===== src/hdl/spp_pkg.sv =====
// Shared types and constants of the stereo ping-pong delay.
package spp_pkg;

    localparam int DEPTH       = 262144;
    localparam int SAMPLE_BITS = 24;
    localparam int ADDR_BITS   = $clog2(DEPTH);

    localparam int DELAY_BITS    = 18;
    localparam int MIX_BITS      = 16;
    localparam int FB_BITS       = 15;
    localparam int CFG_DATA_BITS = 18;
    localparam int CFG_IDX_BITS  = 2;

    localparam int DELAY_RESET = 24000;
    localparam int FRAC_BITS   = 15;
    localparam int ROUND_HALF  = 1 << (FRAC_BITS - 1);
    localparam int MIX_ONE     = 1 << FRAC_BITS;
    localparam int MIX_BYPASS  = 3;
    localparam int FB_MAX      = 30801;
    localparam int W_CROSS     = 23593;
    localparam int W_SAME      = 9175;

    localparam logic [CFG_IDX_BITS-1:0] CFG_DELAY    = 2'd0;
    localparam logic [CFG_IDX_BITS-1:0] CFG_WET_MIX  = 2'd1;
    localparam logic [CFG_IDX_BITS-1:0] CFG_FEEDBACK = 2'd2;

    typedef logic signed [SAMPLE_BITS-1:0] t_sample;

    typedef struct packed {
        t_sample left_in;
        t_sample right_in;
    } t_in_item;

    typedef struct packed {
        t_sample left_out;
        t_sample right_out;
    } t_out_item;

    typedef struct packed {
        logic                 rd_en;
        logic                 rd_ok;
        logic                 blend_en;
        logic                 mix_en;
        logic                 wr_en;
        logic [ADDR_BITS-1:0] rd_addr;
        logic [ADDR_BITS-1:0] wr_addr;
        logic [MIX_BITS-1:0]  mix;
        logic [FB_BITS-1:0]   fb;
    } t_lane_ctrl;

    typedef enum logic [1:0] {
        S_IDLE,
        S_BLEND,
        S_MIX,
        S_DONE
    } t_state;

endpackage


===== src/hdl/spp_out.sv =====
// Output stage that merges the two lane results, or the dry pair in bypass.
module spp_out (
    input  logic               i_clk,
    input  logic               i_rst_n,
    input  logic               i_load,
    input  logic               i_bypass,
    input  spp_pkg::t_in_item  i_dry,
    input  spp_pkg::t_sample   i_wet_left,
    input  spp_pkg::t_sample   i_wet_right,
    input  logic               i_stall,
    output logic               o_free,
    output logic               o_valid,
    output spp_pkg::t_out_item o_out
);
    import spp_pkg::*;

    logic      r_valid;
    t_out_item r_out;

    always_ff @(posedge i_clk) begin
        if (!i_rst_n) begin
            r_valid <= 1'b0;
        end else if (i_load) begin
            r_valid <= 1'b1;
        end else if (!i_stall) begin
            r_valid <= 1'b0;
        end
    end

    always_ff @(posedge i_clk) begin
        if (i_load) begin
            if (i_bypass) begin
                r_out.left_out  <= i_dry.left_in;
                r_out.right_out <= i_dry.right_in;
            end else begin
                r_out.left_out  <= i_wet_left;
                r_out.right_out <= i_wet_right;
            end
        end
    end

    assign o_free  = !r_valid || !i_stall;
    assign o_valid = r_valid;
    assign o_out   = r_out;

endmodule


===== config.mk =====
export PLATFORM = sky130hd
export DESIGN_NAME = spp_out
export DESIGN_NICKNAME = d
export VERILOG_FILES = /design/src/hdl/spp_pkg.sv /design/src/hdl/spp_out.sv
export SDC_FILE = /design/constraint.sdc
export NUM_CORES = 1
export LEC_CHECK = 0
export BUFFER_PORTS_ARGS = -buffer_cell sky130_fd_sc_hd__buf_2
export CAP_MARGIN = 30
export CORE_MARGIN = 5
export CORE_UTILIZATION = 44
export CTS_CLUSTER_SIZE = 24
export DETAILED_ROUTE_END_ITERATION = 16
export GPL_TIMING_DRIVEN = 0
export PLACE_DENSITY_LB_ADDON = 0.15
export SETUP_SLACK_MARGIN = 0.3
export SLEW_MARGIN = 20
export SYNTH_ARGS = -nofsm -noshare
export SYNTH_HDL_FRONTEND = slang
export SYNTH_SLANG_ARGS = --single-unit

===== constraint.sdc =====
create_clock -name i_clk -period 3.3 [get_ports i_clk]
set_clock_uncertainty 0.1 [all_clocks]
set_input_delay 0.33 -clock i_clk [delete_from_list [all_inputs] [get_ports i_clk]]
set_output_delay 0.33 -clock i_clk [all_outputs]
set_load 0.05 [all_outputs]

==> impl_metrics.yaml, run 1 <==
run_status:
  status: "finished, final reports clean"
sta:
  slew_violations: 0
  slew_headroom: 0.661
  setup_viol: 0
  fin_tns_setup_ns: 0
  final.period_utilization: 0.410
  fmax_mhz: 738
  rsz0062_at_grt: "no"
  fin_crit_ns: 1.35
  tightestPinTransition_ns: 0.508
  hold_violations: 0
layout:
  area_delta_synth_final_pct: 43.5
  fillCellCount: 365
  multi_input_area_sq_um: 631
  mostFrequentLayoutCell: "buf_2"
  layout_common_cells: "buf_2, edfxtp_1, mux2_2"
  utilization: 0.649
  seq_area_sq_um: 1460
  nets: 363
  antennaDiodeCount: 0
  drive_above_1_share: 0.791
die:
  ios: 151
  design.core.area_sq_um: 4720
  start_util: 0.452
  fp-row-count: 25
  die_y_um: 79.7
  die_area_sq_um: 6350
  die_x_um: 79.7
clock_tree:
  cts_tree: "yes"
  cts_root_buffer: "clkbuf_8"
  clk_latency_ns: 0.29
  cts_buffer_depth: 2
  hold_buffers: 0
  cts_resized: 0
  cts_max_level: 2
  clock_sinks: 49
  clk_pin_slew_worst_paths_ns: 0.08
  cts_made_buffers: 5
  cts_setup_buffers: 0
setup_path:
  arrival_ns: 0.92
  cp_data_required_time_ns: 2.87
  crit_type: "reg2out"
  path_max_fanout: 3
  endpoint_kind: "output port"
  start_kind: "register"
synthesis:
  ys_types: 9
  synth-seq-area-share: 0.684
  synth_seq_cells: 49
  syn_area_sq_um: 2140
  yosysWarnings: 0
  synthesis.nets: 206
  syn_inst: 105
  avgSynthCellArea_sq_um: 20.3
route:
  drt-vias-per-instance: 4.55
  first_pass_iters: 4
  wl_per_cell_um: 14.8
  drt-initial-drc-count: 86
  postRouteAntennaNets: 0
  drc: 0
  num_vias: 1500
  wirelength_um: 4900
power_and_ir_drop:
  p_leak_nw: 1.42
  powerDensity_nw_per_um2: 490
  ir_drop_uv: 285
global_route:
  grt_pass1_vias: 1602
  grt_overflow: 0
  antenna_found_initial: 0
  grt_pass1_wl_um: 7370
  gr-usage-all-layers: 0.154
  grt_start_max_net_pins: 30
flow_run:
  drv_cap: 0
place:
  hpwl_um: 3940
  gp_congestion: 0.755
  port_buffers: 149
hold_path:
  hold_path_class: "in2reg"
-- synth_stat cells --
cell      number  area, sq um
buf_2          2         10.0
dfxtp_1        1         20.0
a21oi_1        1         5.00
mux2_4        20          300
nand2_1        1         3.75
buf_6          3         33.8
mux2_2        28          315
edfxtp_1      48         1440
nor2b_1        1         6.26
-- layer usage --
metal / share of wire / vias up / track usage
li1: - / 722 / -
met1: 0.35 / 676 / 0.151
met2: 0.51 / 90 / 0.276
met3: 0.11 / 12 / 0.0609
met4: 0.032 / 0 / 0.0773
met5: 0 / - / 0
-- final timing paths --
check / cells past startpoint / slack (ns) / to / startpoint
worst max register to register: 2 / 2.58 / o_valid / o_valid
worst max-delay path: 2 / 1.95 / o_free / o_valid
worst min-delay path: 2 / 0.16 / o_valid / i_rst_n
worst min register to register: 2 / 0.45 / o_valid / o_valid
-- layout make-up --
cell class	count	share of cell area
Sequential cell	49	0.477
Multi-Input combinational cell	51	0.206
Buffer	5	0.0143
Clock buffer	8	0.0261
Timing Repair Buffer	150	0.250
Tap cell	67	0.0273
-- state kept, by name, indices dropped and copies added (netlist names) --
| name | count |
|---|---|
| o_out | 48 |
| o_valid | 1 |
-- metrics by stage --
| step | power [W] | hold WS, ns | worst slack [ns] | instances | instance area, sq um |
|---|---|---|---|---|---|
| after floorplan | 0.00106 | 0.342 | 1.81 | 105 | 2140 |
| after global placement | 0.00118 | 0.420 | 1.65 | 321 | 2970 |
| after detailed placement | 0.00119 | 0.438 | 1.85 | 322 | 2990 |
| after CTS | 0.00152 | 0.152 | 1.94 | 330 | 3070 |
| after global routing | 0.00156 | 0.158 | 1.89 | 330 | 3070 |
| final | 0.00150 | 0.163 | 1.95 | 330 | 3070 |
-- power by group --
part | leakage, nW | switching [W] | internal (W)
sequential | 0.478 | 0.0000117 | 0.000749
clock | 0.0395 | 0.000182 | 0.000151
combinational | 0.900 | 0.000272 | 0.000137
total | 1.42 | 0.000466 | 0.00104
-- critical path: stages (launching register included) --
cell	delay [ns]
dfxtp_1	0.33
nand2_1	0.05
buf_2	0.25
-- logic make-up after synthesis --
logic type / after synthesis / synth area share
muxes: 48 / 0.288
AOI/OAI and AO/OA: 1 / 0.00234
DFF: 49 / 0.684
buffers and inverters: 5 / 0.0205
and+or+nand+nor: 2 / 0.00469
(Power assumes the default switching activity.)
==> run 2: changes to the inputs <==
Settings changed: CORE_UTILIZATION 44 to 41.
Clock period 3.3 ns to 1.3 ns, I/O delays scaled along.
==> run 2 against run 1 <==
Wire length up 1.3%. Cell count increased by 1.2%. Sequential cell count stayed put. Power grew to 2.7 times the previous value. Clock-buffer cell count shrank 3. Global-route usage shrank 1.0 points. Critical path depth fell by 1. Hold slack lost 0.14 ns. Sequential power increased to 2.6 times the previous value. Utilization up 2.6 points. Register-to-register slack got worse by 2.0 ns. Critical path type unchanged. Largest power group unchanged.
==> impl_metrics.yaml, run 2 (synthesis results as in run 1) <==
run_status:
  status: "finished, final reports clean"
sta:
  whs_ns: 0.0260
  final.period_utilization: 0.855
  tightestPinTransition_ns: 0.472
  slew_violations: 0
  fin_crit_ns: 1.11
  fmax_mhz: 900
  rsz0062_at_grt: "yes"
  slew_headroom: 0.686
  setup_viol: 0
  hold_violations: 0
clock_tree:
  cts_tree: "yes"
  clk_pin_slew_worst_paths_ns: 0.09
  cts_max_level: 2
  cts_root_buffer: "clkbuf_8"
  cts_setup_buffers: 0
  cts_buffer_depth: 2
  cts_made_buffers: 5
  clk_latency_ns: 0.29
  clock_sinks: 49
layout:
  area_delta_synth_final_pct: 60.5
  drive_above_1_share: 0.807
  fillCellCount: 369
  layout_common_cells: "buf_2, buf_6, edfxtp_1"
  largest_register_ff_count: 48
  final_area_sq_um: 3430
  antennaDiodeCount: 0
  utilization: 0.675
  nets: 364
  mostFrequentLayoutCell: "buf_2"
setup_path:
  cp_num_buf_inv: 1
  reg2reg_slack_ns: 0.58
  r2r_cells: 2
  crit_family: "flip-flops"
  reg2reg_from: "o_valid"
  path_max_fanout: 1
  start_kind: "register"
  cp_data_required_time_ns: 1.07
  critPathLaunch: "o_out[33]"
  critPathSlowestCell: "edfxtp_1"
  r2r_end: "o_valid"
  crit_path_end: "o_out[33]"
  endpoint_kind: "output port"
  arrival_ns: 0.88
  slowest_delay_ns: 0.41
  crit_chain: "buf_6"
  crit_cells: 1
  crit_type: "reg2out"
route:
  wl_per_cell_um: 14.9
  drt-vias-per-instance: 4.43
  num_vias: 1480
  postRouteAntennaNets: 0
  drc: 0
  wirelength_um: 4960
  drt-initial-drc-count: 39
  first_pass_iters: 4
global_route:
  grt_pass1_wl_um: 7110
  antenna_found_initial: 0
  grt_start_max_net_pins: 31
  grt_pass1_vias: 1529
  grt_overflow: 0
  gr-usage-all-layers: 0.144
die:
  die_area_sq_um: 6750
  start_util: 0.421
  fp-row-count: 26
  design.core.area_sq_um: 5070
  ios: 151
  die_y_um: 82.2
  die_x_um: 82.2
place:
  placed_cell_area_sq_um: 3010
  gp_congestion: 0.724
  port_buffers: 149
  hpwl_um: 3960
power_and_ir_drop:
  powerDensity_nw_per_um2: 1180
  ir_drop_uv: 594
  p_leak_nw: 1.54
hold_path:
  hold_path_class: "in2reg"
flow_run:
  drv_cap: 0
-- run 2: final cells by class --
type | count | area [sq um] | share of cell area
Sequential cell | 49 | 1460 | 0.427
Timing Repair Buffer | 151 | 1090 | 0.319
Multi-Input combinational cell | 51 | 633 | 0.185
Tap cell | 70 | 87.6 | 0.0256
Clock buffer | 5 | 68.8 | 0.0201
Buffer | 5 | 65.1 | 0.0190
Clock inverter | 3 | 17.5 | 0.00511
-- run 2: metal layers --
| metal | GRT usage | vias to the layer above | share of wire |
|---|---|---|---|
| li1 | - | 726 | - |
| met1 | 0.147 | 655 | 0.33 |
| met2 | 0.268 | 94 | 0.53 |
| met3 | 0.0477 | 5 | 0.13 |
| met4 | 0.0548 | 0 | 0.011 |
| met5 | 0 | - | 0 |
-- run 2: timing repair --
action | in CTS | in global routing
hold endpoints to repair | 1 | 0
hold buffers | 1 | 0
resized for setup | 101 | 0
setup endpoints to repair | 50 | 50
-- run 2: power by group --
part	leakage (nW)	internal [W]	switching, W
clock	0.0439	0.000372	0.000489
combinational	1.02	0.000526	0.000694
sequential	0.478	0.00191	0.0000642
total	1.54	0.00280	0.00125
-- run 2: how the worst min path moves through the flow --
| stage | end | cells after the start | startpoint | slack [ns] |
|---|---|---|---|---|
| detailed placement | o_valid | 2 | i_rst_n | 0.25 |
| CTS | o_valid | 3 | i_stall | 0.01 |
| floorplan | o_out[0] | 0 | i_load | 0.14 |
| global placement | o_valid | 2 | i_rst_n | 0.25 |
| global route | o_out[31] | 2 | i_dry[31] | 0.02 |
| finish | o_valid | 3 | i_stall | 0.03 |
-- run 2: stage by stage --
stage	setup slack (ns)	power, W	TNS (ns)	std cells
2_1_floorplan	0.265	0.00269	0	105
3_3_place_gp	-0.147	0.00301	-6.95	324
3_5_place_dp	0.0800	0.00303	0	325
4_1_cts	0.174	0.00409	0	334
5_1_grt	0.143	0.00421	0	334
6_report	0.189	0.00405	0	334
